===== src/hsa_pkg.sv =====
// Shared types and constants for the handle slot allocator.
`default_nettype none

package hsa_pkg;

  localparam int HARBOR_W   = 8;
  localparam int HANDLE_W   = 32;

  typedef enum logic [1:0] {
    OP_REGISTER = 2'd0,
    OP_RETIRE   = 2'd1,
    OP_LOOKUP   = 2'd2
  } op_t;

  typedef struct packed {
    op_t                 op;
    logic [HANDLE_W-1:0] handle;
  } in_req_t;

  typedef struct packed {
    logic [HANDLE_W-1:0] result_handle;
    logic                ok;
  } out_rsp_t;

  typedef enum logic [1:0] {
    ST_CLEAR,
    ST_IDLE,
    ST_SCAN,
    ST_CHECK
  } state_t;

endpackage

`default_nettype wire


===== src/hsa_front.sv =====
// Front stage: takes requests and works out the slot index of the given handle.
`default_nettype none

module hsa_front
  import hsa_pkg::*;
#(
  parameter int SLOTS = 256
) (
  input  wire logic                       clk,
  input  wire logic                       rst_n,
  input  wire logic                       clearing,
  input  wire logic                       in_push,
  input  wire in_req_t                    in_req,
  output logic                            in_full,
  input  wire logic                       q_full,
  output logic                            q_push,
  output in_req_t                         q_req,
  output logic [$clog2(SLOTS)-1:0]        q_slot
);

  localparam int            SW         = $clog2(SLOTS);
  localparam bit            IS_POW2    = ((SLOTS & (SLOTS - 1)) == 0);
  localparam int            CW         = 2;
  localparam int            RW         = HANDLE_W + 1;
  localparam int            AW         = HANDLE_W + RW;
  localparam logic [63:0]   RECIP_FULL = ((64'd1 << (HANDLE_W + SW)) + 64'(SLOTS - 1))
                                         / 64'(SLOTS);
  localparam logic [RW-1:0] RECIP      = RECIP_FULL[RW-1:0];
  localparam logic [SW-1:0] SLOT_DIV   = SW'(SLOTS);

  logic                fr_valid_r, fr_valid_nxt;
  in_req_t             fr_req_r, fr_req_nxt;
  logic [AW-1:0]       fr_acc_r, fr_acc_nxt;
  logic [SW-1:0]       fr_rem_r, fr_rem_nxt;
  logic [CW-1:0]       fr_cnt_r, fr_cnt_nxt;
  logic                fr_done, accept;
  logic [AW-1:0]       prod;
  logic [SW-1:0]       quot_lo;
  logic [SW-1:0]       rem_step;

  assign fr_done = (fr_cnt_r == '0);
  assign q_push  = fr_valid_r && fr_done && !q_full;
  assign in_full = clearing || (fr_valid_r && !q_push);
  assign accept  = in_push && !in_full;
  assign q_req   = fr_req_r;
  assign q_slot  = fr_rem_r;

  // The remainder by SLOTS comes from a multiply by its rounded-up reciprocal.
  assign prod     = AW'(fr_req_r.handle) * AW'(RECIP);
  assign quot_lo  = fr_acc_r[HANDLE_W+SW +: SW];
  assign rem_step = fr_req_r.handle[SW-1:0] - SW'(quot_lo * SLOT_DIV);

  always_comb begin
    fr_valid_nxt = fr_valid_r;
    fr_req_nxt   = fr_req_r;
    fr_acc_nxt   = fr_acc_r;
    fr_rem_nxt   = fr_rem_r;
    fr_cnt_nxt   = fr_cnt_r;
    if (accept) begin
      fr_valid_nxt = 1'b1;
      fr_req_nxt   = in_req;
      if (IS_POW2) begin
        fr_rem_nxt = in_req.handle[SW-1:0];
        fr_cnt_nxt = '0;
      end else begin
        fr_rem_nxt = '0;
        fr_cnt_nxt = CW'(2);
      end
    end else if (q_push) begin
      fr_valid_nxt = 1'b0;
    end else if (fr_valid_r && !fr_done) begin
      fr_acc_nxt = prod;
      fr_rem_nxt = rem_step;
      fr_cnt_nxt = fr_cnt_r - CW'(1);
    end
  end

  always_ff @(posedge clk) begin
    if (!rst_n) begin
      fr_valid_r <= 1'b0;
      fr_cnt_r   <= '0;
    end else begin
      fr_valid_r <= fr_valid_nxt;
      fr_cnt_r   <= fr_cnt_nxt;
    end
  end

  always_ff @(posedge clk) begin
    fr_req_r <= fr_req_nxt;
    fr_acc_r <= fr_acc_nxt;
    fr_rem_r <= fr_rem_nxt;
  end

endmodule

`default_nettype wire


===== config.mk =====
export PLATFORM = sky130hd
export DESIGN_NAME = hsa_front
export DESIGN_NICKNAME = d
export VERILOG_FILES = /design/src/hsa_pkg.sv /design/src/hsa_front.sv
export SDC_FILE = /design/constraint.sdc
export NUM_CORES = 1
export LEC_CHECK = 0
export ABC_AREA = 1
export BUFFER_PORTS_ARGS = -buffer_cell sky130_fd_sc_hd__buf_2
export CAP_MARGIN = 5
export CORE_MARGIN = 5
export CORE_UTILIZATION = 44
export CTS_CLUSTER_DIAMETER = 120
export DETAILED_ROUTE_END_ITERATION = 10
export PLACE_DENSITY = 0.75
export SYNTH_ARGS = -nofsm -noshare
export SYNTH_HDL_FRONTEND = slang
export SYNTH_SLANG_ARGS = --single-unit

===== constraint.sdc =====
create_clock -name clk -period 2.28 [get_ports clk]
set_clock_uncertainty 0.05 [all_clocks]
set_input_delay 0.114 -clock clk [delete_from_list [all_inputs] [get_ports clk]]
set_output_delay 0.114 -clock clk [all_outputs]
set_load 0.02 [all_outputs]

==> metrics.md <==
| Metric | Value |
|---|---|
| Pwr per Cell Area | `620 mW/mm2` |
| Maxcap violations | `0` |
| Drt pass-1 iters | `4` |
| Slowest CP cell | `dfxtp_1` |
| Path category of the worst min-delay check | `in -> reg` |
| M1 wire length | `1360 um` |
| Port bufs | `82` |
| Commonest non-fill, non-tap cell in the layout | `buf_2` |
| TNS Setup | `0 ps` |
| Worst-Margin Slew | `323 ps` |
| Leak | `1.07 nW` |
| Initial Utilization | `46.4%` |
| Crit end category | `flop` |
| Largest net degree at the start of global routing | `31` |
| Post-CTS Setup Inserts | `0` |
| Count of final setup violators | `0` |
| FMAX | `545 MHz` |
| Fillers | `211` |
| Die ar. | `0.00487 mm2` |
| Worst VDD drop | `0.583 mV` |
| RePlAce Congestion | `0.775` |
| Syn Inst Count | `96` |
| Clock Latency Late Sink | `340 ps` |
| First-pass GRT wire length | `6500 um` |
| N_diodes | `0` |
| Critical hold path startpoint | `clearing` |
| Via Count | `1244` |
| Num CTS Buffers | `5` |
| Final Cycle Share | `80.5%` |
| Synth top area share | `80.2%` |
| Die H | `69.8 um` |
| Critical Path Start Type | `flop` |
| Met3 Wirelength | `261 um` |
| Crit path time final | `1840 ps` |
| Max Used Layer | `met4` |
| R2r endpoint | `q_req[0]` |
| Area leader, netlist | `edfxtp_1` |
| Rows | `21` |
| Die width | `69.8 um` |
| Residual DRC count | `0` |
| Kind of critical path | `reg -> reg` |
| Top area cells in the synthesized netlist | `edfxtp_1 80%, nand2_1 5.5%, dfxtp_1 3.8%` |
| Slew HR | `78.4%` |
| Routed len/inst | `15.4 um` |
| Avg Inst Size Synth | `16.4 um2` |
| Max clock buf depth | `2` |
| Hpwl dp | `2600 um` |
| Seq/Total Area, Yosys | `84.0%` |
| Initial antenna violation count | `0` |
| Area delta synth->final | `56.2%` |
| Most Frequent Cell on Critical Path | `inv_1` |
| Root buffer cell | `clkbuf_4` |
| Grt ovf | `0` |
| WP buf/inv | `4` |
| CTS H-tree lvls | `2` |
| Starting DRT DRC Count | `102` |
| Dpl cells | `223` |
| Total GRT Usage | `17.5%` |
| CP max FO | `30` |
| CTS resizes | `0` |
| RSZ-0062 raised after global routing | `false` |
| Cell variety after synth | `16` |
| Ys Warns | `0` |
| R2R Path Start | `fr_cnt_r[0]` |
| Share of cells above drive strength 1 | `42.1%` |
| Final Hold Fails | `0` |
| Worst Setup SP | `fr_cnt_r[0]` |
| Worst reg-to-reg setup slack | `440 ps` |
| Crit-path cells | `inv_1 -> ha_1 -> inv_1 -> o21ai_2 -> nand3_2 -> inv_1 -> buf_12` |
| Final layout net count | `260` |
| R2R depth | `7` |
| Hold endpoint | `q_slot[0]` |
| Hold path cells | `4` |
| Syn nets | `136` |
| Slew Viols, Final | `0` |
| Non-Filler Instances | `267` |
| Clock transition at the registers of the reported paths | `120 ps` |
| CP max stage delay | `340 ps` |
| Final Util | `72.5%` |
| Worst EP arrival | `1840 ps` |
| Synthesized area | `0.00157 mm2` |
| Ports | `83` |
| Met2 routed WL | `2360 um` |
| Routed wire length | `4120 um` |
| Outcome | `finished clean` |
| Via density | `4.66` |
| Core ar. | `0.00339 mm2` |
| Vias in the first global route | `1300` |
| Yosys reg bits | `45` |
| Commonest non-fill, non-tap cells in the layout | `82 x buf_2, 42 x edfxtp_1, 36 x dlygate4sd3_1, 23 x nand2_1, 8 x nand4_1` |
| Clock Sinks | `45` |
| Top delay family on crit path | `buffers and inverters` |
| Post-route ant nets | `0` |
| CP required | `2280 ps` |
| CTS tree | `yes` |
stage by stage:
| stage | hold slack, ps | setup WS (ps) | cell area [um2] | power [mW] |
|---|---|---|---|---|
| floorplan | 162 | 261 | 1570 | 1.06 |
| global placement | 240 | 566 | 2040 | 1.13 |
| detailed placement | 242 | 477 | 2040 | 1.14 |
| CTS | 176 | 458 | 2460 | 1.53 |
| global route | 205 | 303 | 2460 | 1.59 |
| finish | 206 | 444 | 2460 | 1.52 |
area by class of cell:
class,count,area [um2],area share [%]
inverter,8,30.0,1.22
clock inverter,1,7.51,0.305
clock buffer,7,45.0,1.83
timing repair buffer,120,798,32.5
tap,46,57.6,2.34
sequential,45,1320,53.8
multi-input combinational,40,198,8.04
cells by family (layout without fill, tap and decap cells):
group	Yosys count	in the layout	share of synthesized area, %
adders and majority gates	1	1	0.795
and+or+nand+nor	35	35	10.0
buffers and inverters	11	136	3.42
AOI/OAI and AO/OA	3	3	1.19
DFF	45	45	84.0
xor gates and xnor gates	1	1	0.557
layer usage:
metal  up-vias  track usage, %
li1        590               -
met1       572            17.1
met2        69            33.4
met3        13            4.64
met4         0            8.30
met5         -               0
worst register-to-register path, cell delays in order, from the launching register on:
cell	delay [ps]
dfxtp_1	340
inv_1	50
ha_1	170
inv_1	70
o21ai_2	140
nand3_2	210
inv_1	280
buf_12	230
power by group:
part           internal [mW]  switching (mW)
sequential             0.945          0.0106
clock                  0.122           0.230
combinational         0.0984           0.117
cells in the mapped netlist:
cell,count
buf_2,1
buf_4,1
buf_6,1
dfxtp_1,3
edfxtp_1,42
ha_1,1
inv_1,7
inv_2,1
nand2_1,23
nand3_2,1
nand4_1,8
nor2_1,3
o21ai_0,1
o21ai_1,1
o21ai_2,1
xor2_1,1
registers in the layout, indices dropped and copies added, names as in the netlist:
register and cells:
q_req 34, fr_valid_r 1, fr_cnt_r 2, q_slot 8
repair_timing:
item,CTS,global route
hold buffers,36,0
endpoints found under the setup margin,0,0
hold endpoints to repair,37,0
how the worst max path moves through the flow:
stage / slack, ps / cells past startpoint / end
after global routing: 300 / 7 / q_req[7]
final: 440 / 7 / q_req[0]
after detailed placement: 480 / 7 / q_req[14]
after floorplan: 260 / 7 / q_req[0]
after CTS: 460 / 7 / q_req[25]
after global placement: 570 / 7 / q_req[19]
Power figures use the tool's default switching activity.
