<file path="config.mk">
export PLATFORM = sky130hd
export DESIGN_NAME = hsa_fifo
export DESIGN_NICKNAME = d
export VERILOG_FILES = /design/src/hsa_pkg.sv /design/src/hsa_fifo.sv
export SDC_FILE = /design/constraint.sdc
export NUM_CORES = 1
export LEC_CHECK = 0
export ABC_AREA = 1
export BUFFER_PORTS_ARGS = -buffer_cell sky130_fd_sc_hd__buf_2
export CAP_MARGIN = 20
export CORE_MARGIN = 5
export CORE_UTILIZATION = 25
export CTS_BUF_LIST = sky130_fd_sc_hd__clkbuf_16
export DETAILED_ROUTE_END_ITERATION = 6
export PLACE_DENSITY = 0.43
export SYNTH_ARGS = -nofsm -noshare
export SYNTH_HDL_FRONTEND = slang
export SYNTH_SLANG_ARGS = --single-unit
</file>
<file path="constraint.sdc">
create_clock -name clk -period 2.5 [get_ports clk]
set_input_delay 0.5 -clock clk [delete_from_list [all_inputs] [get_ports clk]]
set_output_delay 0.5 -clock clk [all_outputs]
set_load 0.005 [all_outputs]
</file>
<file path="src/hsa_pkg.sv">
// Shared types and constants for the handle slot allocator.
`default_nettype none

package hsa_pkg;

  localparam int HARBOR_W   = 8;
  localparam int HANDLE_W   = 32;

  typedef enum logic [1:0] {
    OP_REGISTER = 2'd0,
    OP_RETIRE   = 2'd1,
    OP_LOOKUP   = 2'd2
  } op_t;

  typedef struct packed {
    op_t                 op;
    logic [HANDLE_W-1:0] handle;
  } in_req_t;

  typedef struct packed {
    logic [HANDLE_W-1:0] result_handle;
    logic                ok;
  } out_rsp_t;

  typedef enum logic [1:0] {
    ST_CLEAR,
    ST_IDLE,
    ST_SCAN,
    ST_CHECK
  } state_t;

endpackage

`default_nettype wire

</file>
<file path="src/hsa_fifo.sv">
// Small register-based queue used between the allocator stages and for the responses.
`default_nettype none

module hsa_fifo
  import hsa_pkg::*;
#(
  parameter int WIDTH = 34,
  parameter int DEPTH = 2
) (
  input  wire logic             clk,
  input  wire logic             rst_n,
  input  wire logic             push,
  input  wire logic [WIDTH-1:0] wdata,
  output logic                  full,
  input  wire logic             pop,
  output logic [WIDTH-1:0]      rdata,
  output logic                  empty
);

  localparam int PW = (DEPTH > 1) ? $clog2(DEPTH) : 1;

  logic [WIDTH-1:0] mem_r [DEPTH];
  logic [PW-1:0]    wr_ptr_r, wr_ptr_nxt;
  logic [PW-1:0]    rd_ptr_r, rd_ptr_nxt;
  logic [PW:0]      count_r, count_nxt;
  logic             do_push, do_pop;

  assign full    = (count_r == (PW+1)'(DEPTH));
  assign empty   = (count_r == '0);
  assign do_push = push && !full;
  assign do_pop  = pop && !empty;
  assign rdata   = mem_r[rd_ptr_r];

  always_comb begin
    wr_ptr_nxt = wr_ptr_r;
    rd_ptr_nxt = rd_ptr_r;
    count_nxt  = count_r;
    if (do_push) begin
      wr_ptr_nxt = (wr_ptr_r == PW'(DEPTH - 1)) ? '0 : wr_ptr_r + PW'(1);
    end
    if (do_pop) begin
      rd_ptr_nxt = (rd_ptr_r == PW'(DEPTH - 1)) ? '0 : rd_ptr_r + PW'(1);
    end
    if (do_push && !do_pop) begin
      count_nxt = count_r + (PW+1)'(1);
    end else if (do_pop && !do_push) begin
      count_nxt = count_r - (PW+1)'(1);
    end
  end

  always_ff @(posedge clk) begin
    if (!rst_n) begin
      wr_ptr_r <= '0;
      rd_ptr_r <= '0;
      count_r  <= '0;
    end else begin
      wr_ptr_r <= wr_ptr_nxt;
      rd_ptr_r <= rd_ptr_nxt;
      count_r  <= count_nxt;
    end
  end

  always_ff @(posedge clk) begin
    if (do_push) begin
      mem_r[wr_ptr_r] <= wdata;
    end
  end

endmodule

`default_nettype wire

</file>
==> metrics, run 1 <==
status completed; syn avg cell area just under 20 µm²; Post-CTS Setup Bufs 0; slew margin rel. approximately two thirds; Initial Util between 20 and 30%; Slew @ Worst Pin 0.500 ns; Critical Path Start Type flop; Final setup viols 0; P_int between 2 and 3 mW; largest net degree at the start of global routing 35; pre-CTS WS roughly 0.87 ns; CTS buffer count 9; Seq cells post-synth 73; Netlist cell types 15; ranking of synthesized cells by area edfxtp_1, mux2_4, dfxtp_1, buf_12, mux2_2; Post-CTS Hold Buffers 0; share of layout cells above drive strength 1 a little under three fifths; R2R cell count 9; Slew Viols, Final 0; Reg-to-Reg End count_r[1]; vias in the first global route between 1.5k and 2k; required time worst endpoint approximately 2 ns; Worst Slack Setup Final around 0.56 ns; worst-path fanout max 34; RD Place Congestion roughly 0.66; DRC 0; Skew-Pair Late Insertion Delay ~0.32 ns; Leak around 1.5 nW; Peak Freq just over 0.5 GHz; Clk pin slew, worst setup/hold paths 0.06 ns; max cap viols 0; die area 13700 µm²; PD cells between 1000 and 1500 nW/µm²; RR Startpoint count_r[1]; Hold Crit Class in2reg; first-pass GRT wire length 7880 µm; crit path DAT 1.44 ns; Yosys top cell area share a little under three quarters; number of H-tree levels 3; Via density just under 4; Core Rows 39; CP peak stage delay 0.38 ns; Tmin final 1.94 ns; setup total negative slack 0 ns; cell taking the most area after synthesis edfxtp_1; Comb power frac 22.4%; core area 11300 µm²; Clock Skews roughly 0.0055 ns; yosys synthesis warning count 0; I/O pins 74; R2R Setup Slk about 0.94 ns; first drt pass iteration count 4; sequential area share after synthesis 75.1%; # nets final about 270; switching share of total power 24.5%; Worst path slowest cell mux2_2; CP endpoint rdata[12]; height of the die about 120 µm; power share of the sequential group between 40% and 50%; Syn Nets between 150 and 200; GR Overflow Total 0; synthesized area 2850 µm²; ant diodes 0; CTS tree yes; Area Overhead vs Synth 29.5%; Clk pwr share 35.2%; ANT nets after route 0; placed wire-length estimate about 3500 µm; WL final between 5000 and 6000 µm; cts repair resizes 0; Fin. Hold Viols 0; gr usage total 7.99%; CP Class reg2out; initial antenna violation count 0; crit end category output pin; synthesized instance count 144; Clock Sinks 73; clock root buffer clkbuf_16; Die Wd 117 µm; NetSw approximately 0.93 mW; Tcrit/Tclk final about 78%; IO buf count 73; WL per Instance ~14 µm; Cell Chain, Critical Path buf_12 -> mux2_2 -> buf_2; Worst VDD drop roughly 0.00034 V; initial drt markers 53; via count ~1.5k; RSZ-0062 raised after global routing false; Clock Path Buffers 2
==> worst max-delay path: cells and delay by family (launching register included) <==
family                 cells  cell delay [ns]
flip-flops                 1             0.33
multiplexers               1             0.38
buffers and inverters      2             0.39
==> metrics by stage <==
step	utilization (%)	power, mW	instance area [µm²]	std cells	hold WS [ns]
after floorplan	-	2.22	2850	144	0.467
after detailed placement	29.8	2.51	3380	359	0.492
after global placement	29.8	2.50	3380	359	0.480
final	32.7	3.79	3700	375	0.364
after global routing	32.7	4.01	3700	375	0.346
after CTS	32.7	3.88	3700	375	0.347
==> layout by cell type (no fill, tap or decap), types with 2 or more instances in the layout <==
| cell | n |
|---|---|
| buf_2 | 73 |
| mux2_4 | 30 |
| mux2_2 | 4 |
| dfxtp_1 | 4 |
| clkbuf_16 | 9 |
| nand2_1 | 6 |
| inv_1 | 9 |
| buf_4 | 2 |
| nor2_4 | 2 |
| o21ai_0 | 2 |
| edfxtp_1 | 68 |
| bufinv_16 | 2 |
| nor2_1 | 9 |
==> sequential cells by signal (all words and copies together) (netlist names), named ones only <==
signal / cells
rd_ptr_r: 1
count_r: 2
wr_ptr_r: 1
mem_r: 68
==> layout make-up <==
type / instances / area [µm²]
flip-flops and latches: 73 / 2140
repair buffers: 76 / 400
clock inverters: 7 / 93.8
well taps: 143 / 179
inverters: 9 / 33.8
clock buffers: 9 / 225
fillers: 1112 / 7620
multi-input cells: 58 / 622
==> how the worst min path moves through the flow <==
| stage | cells after the start | startpoint | end | slack (ns) |
|---|---|---|---|---|
| floorplan | 2 | rd_ptr_r | flop | 0.47 |
| global placement | 2 | rd_ptr_r | rd_ptr_r | 0.48 |
| detailed placement | 2 | rd_ptr_r | flop | 0.49 |
| CTS | 1 | wdata[8] | mem_r[0][8] | 0.35 |
| global route | 1 | wdata[8] | mem_r[0][8] | 0.35 |
| finish | 1 | wdata[8] | mem_r[0][8] | 0.36 |
==> power groups by stage <==
stage               clock network [mW]  registers [mW]  logic, mW
floorplan                            0            1.62      0.598
detailed placement                   0            1.63      0.878
CTS                               1.39            1.61      0.879
global route                      1.44            1.62      0.940
global placement                     0            1.63      0.871
finish                            1.34            1.61      0.848
==> Yosys cell counts <==
cell      number
nor2_1        11
inv_1          9
a21oi_1        1
o21ai_0        2
buf_6          1
mux2_2         4
edfxtp_1      68
nand4_1        1
buf_12         3
ha_1           1
nand2_1        6
mux2_4        30
dfxtp_1        5
nand3_1        1
o21ai_2        1
==> per-layer routing <==
metal / wire length (µm) / vias to the layer above / GRT usage (%)
li1: - / 705 / -
met1: 2190 / 719 / 8.74
met2: 2690 / 41 / 13.8
met3: 315 / 8 / 2.21
met4: 115 / 0 / 4.82
met5: 0 / - / 0
==> cells by family after synthesis <==
| kind of cell | after synthesis | synth area share (%) |
|---|---|---|
| mux | 34 | 17.4 |
| simple gates | 19 | 2.63 |
| flops | 73 | 75.1 |
| compound gates | 4 | 0.833 |
| fa+ha+maj | 1 | 0.438 |
| buf+inv | 13 | 3.68 |
Power figures use the tool's default switching activity.
==> inputs of run 2 (changes only) <==
Settings changed: PLACE_DENSITY 0.43 to 0.42.
Clock period 2.5 ns to 1.91 ns, I/O delays scaled along.
==> run 2 against run 1 <==
Clock power rose by 6%; final cell count grew 0.53%; highest routed layer unchanged; register-to-register slack got worse by 0.54 ns; combinational power is 33% higher; count of clock-buffer cells in the layout unchanged; clock skew shrank 0.00087 ns; setup slack got worse by 0.46 ns; total power is 23% higher.
==> metrics, run 2 (synthesis gave the netlist of run 1 again) <==
gr usage total slightly below 8%; DP Area between 3000 and 4000 µm²; Slew @ Worst Pin around 0.33 ns; CP peak stage delay 0.37 ns; CTS tree yes; Clock Skews around 0.0046 ns; CP Class reg2out; RSZ-0062 raised after global routing false; Leak roughly 1.4 nW; I/O pins between 70 and 80; Hold Crit Class in2reg; Via density ~3.9; max reg flops between 60 and 70; RD Place Congestion ~0.65; crit end category output pin; largest registers mem_r (68), count_r (2); Skew-Pair Late Insertion Delay between 0.3 and 0.4 ns; cts repair resizes 0; WL final roughly 5200 µm; Fin. Hold Viols 0; share of layout cells above drive strength 1 a little over half; WL per Instance roughly 14 µm; IO buf count 73; Tmin final about 1.8 ns; ant diodes 0; commonest non-fill, non-tap cells in the layout buf_2, edfxtp_1, mux2_4; number of H-tree levels 3; initial drt markers 56; Critical Path Start Type flop; core area 11300 µm²; initial antenna violation count 0; crit path DAT 1.43 ns; Final Cell Area ~3600 µm²; most common cell after layout, fill and taps aside buf_2; CTS buffer count 9; max cap viols 0; Clk pin slew, worst setup/hold paths 0.05 ns; Clock Sinks 73; Largest Register mem_r; Worst path slowest cell mux2_2; Die Wd roughly 120 µm; ANT nets after route 0; required time worst endpoint 1.53 ns; clock root buffer clkbuf_16; setup total negative slack 0 ns; total power draw ~4.6 mW; Worst VDD drop ~0.00055 V; Peak Freq about 0.55 GHz; multi-input logic area ~620 µm²; Post-CTS Hold Buffers 0; post-layout util roughly a third; Clock Path Buffers 2; total area of sequential cells between 2000 and 2500 µm²; slew margin rel. 78.0%; largest net degree at the start of global routing 35; die area 13700 µm²; vias in the first global route about 1.5k; Core Rows 39; Post-CTS Setup Bufs 0; Final setup viols 0; worst-path fanout max 34; via count between 1k and 1.5k; Initial Util between 20% and 30%; Finished Layout Cells around 380; Tcrit/Tclk final 95.0%; DRC 0; Filler Cell Count about 1.1k; status completed; Area Overhead vs Synth 27.8%; first-pass GRT wire length 7600 µm; # nets final 268; Cell Chain, Critical Path buf_12 -> mux2_2 -> buf_2; GR Overflow Total 0; height of the die ~120 µm; first drt pass iteration count 4; DP Cell Count ~360; Slew Viols, Final 0; PD cells 1270 nW/µm²; placed wire-length estimate about 3500 µm
run 2: cell types whose count changed in the layout (fill, tap and decap cells not counted):
| cell | delta |
|---|---|
| bufinv_16 | -2 |
| buf_4 | +2 |
| clkinv_2 | +1 |
| inv_6 | -1 |
| clkinvlp_4 | -1 |
| inv_1 | +1 |
| clkinv_4 | -1 |
| clkinv_1 | +3 |
run 2: worst max-delay path: cells and delay by family, from the launching register on:
| kind | cells | cell delay, ns |
|---|---|---|
| buf+inv | 2 | 0.39 |
| flops | 1 | 0.33 |
| mux | 1 | 0.37 |
run 2: path summary, 6_finish.rpt:
check        startpoint      endpoint  slack, ns  cells after the start
max reg2reg  count_r[1]    count_r[1]       0.40                      9
min reg2reg    rd_ptr_r          flop       0.51                      2
max                flop     rdata[12]        0.1                      3
min           wdata[27]  mem_r[1][27]       0.24                      1
run 2: cell type report:
type / count / area share [%]
flip-flops and latches: 73 / 58.8
multi-input cells: 58 / 17.0
repair buffers: 78 / 11.4
clock buffers: 9 / 6.17
well taps: 143 / 4.91
inverters: 9 / 0.926
clock inverters: 7 / 0.789
run 2: metal layers:
metal | wire length [µm] | vias to the layer above | global-route usage, %
met5 | 0 | - | 0
met4 | 176 | 0 | 6.65
met3 | 328 | 12 | 2.16
met2 | 2680 | 41 | 13.0
met1 | 2060 | 722 | 8.31
li1 | - | 710 | -
run 2: report_power, final:
| group | leakage (nW) | switching [mW] | internal (mW) |
|---|---|---|---|
| logic | 0.640 | 0.537 | 0.590 |
| registers | 0.676 | 0.0726 | 2.03 |
| clock network | 0.130 | 0.573 | 0.849 |
| total | 1.45 | 1.18 | 3.47 |
run 2: through the flow:
stage / setup WS (ns) / hold WS, ns
after floorplan: -0.431 / 0.467
after CTS: 0.0599 / 0.227
after global routing: 0.0164 / 0.231
after detailed placement: 0.399 / 0.498
final: 0.0961 / 0.241
after global placement: 0.423 / 0.486
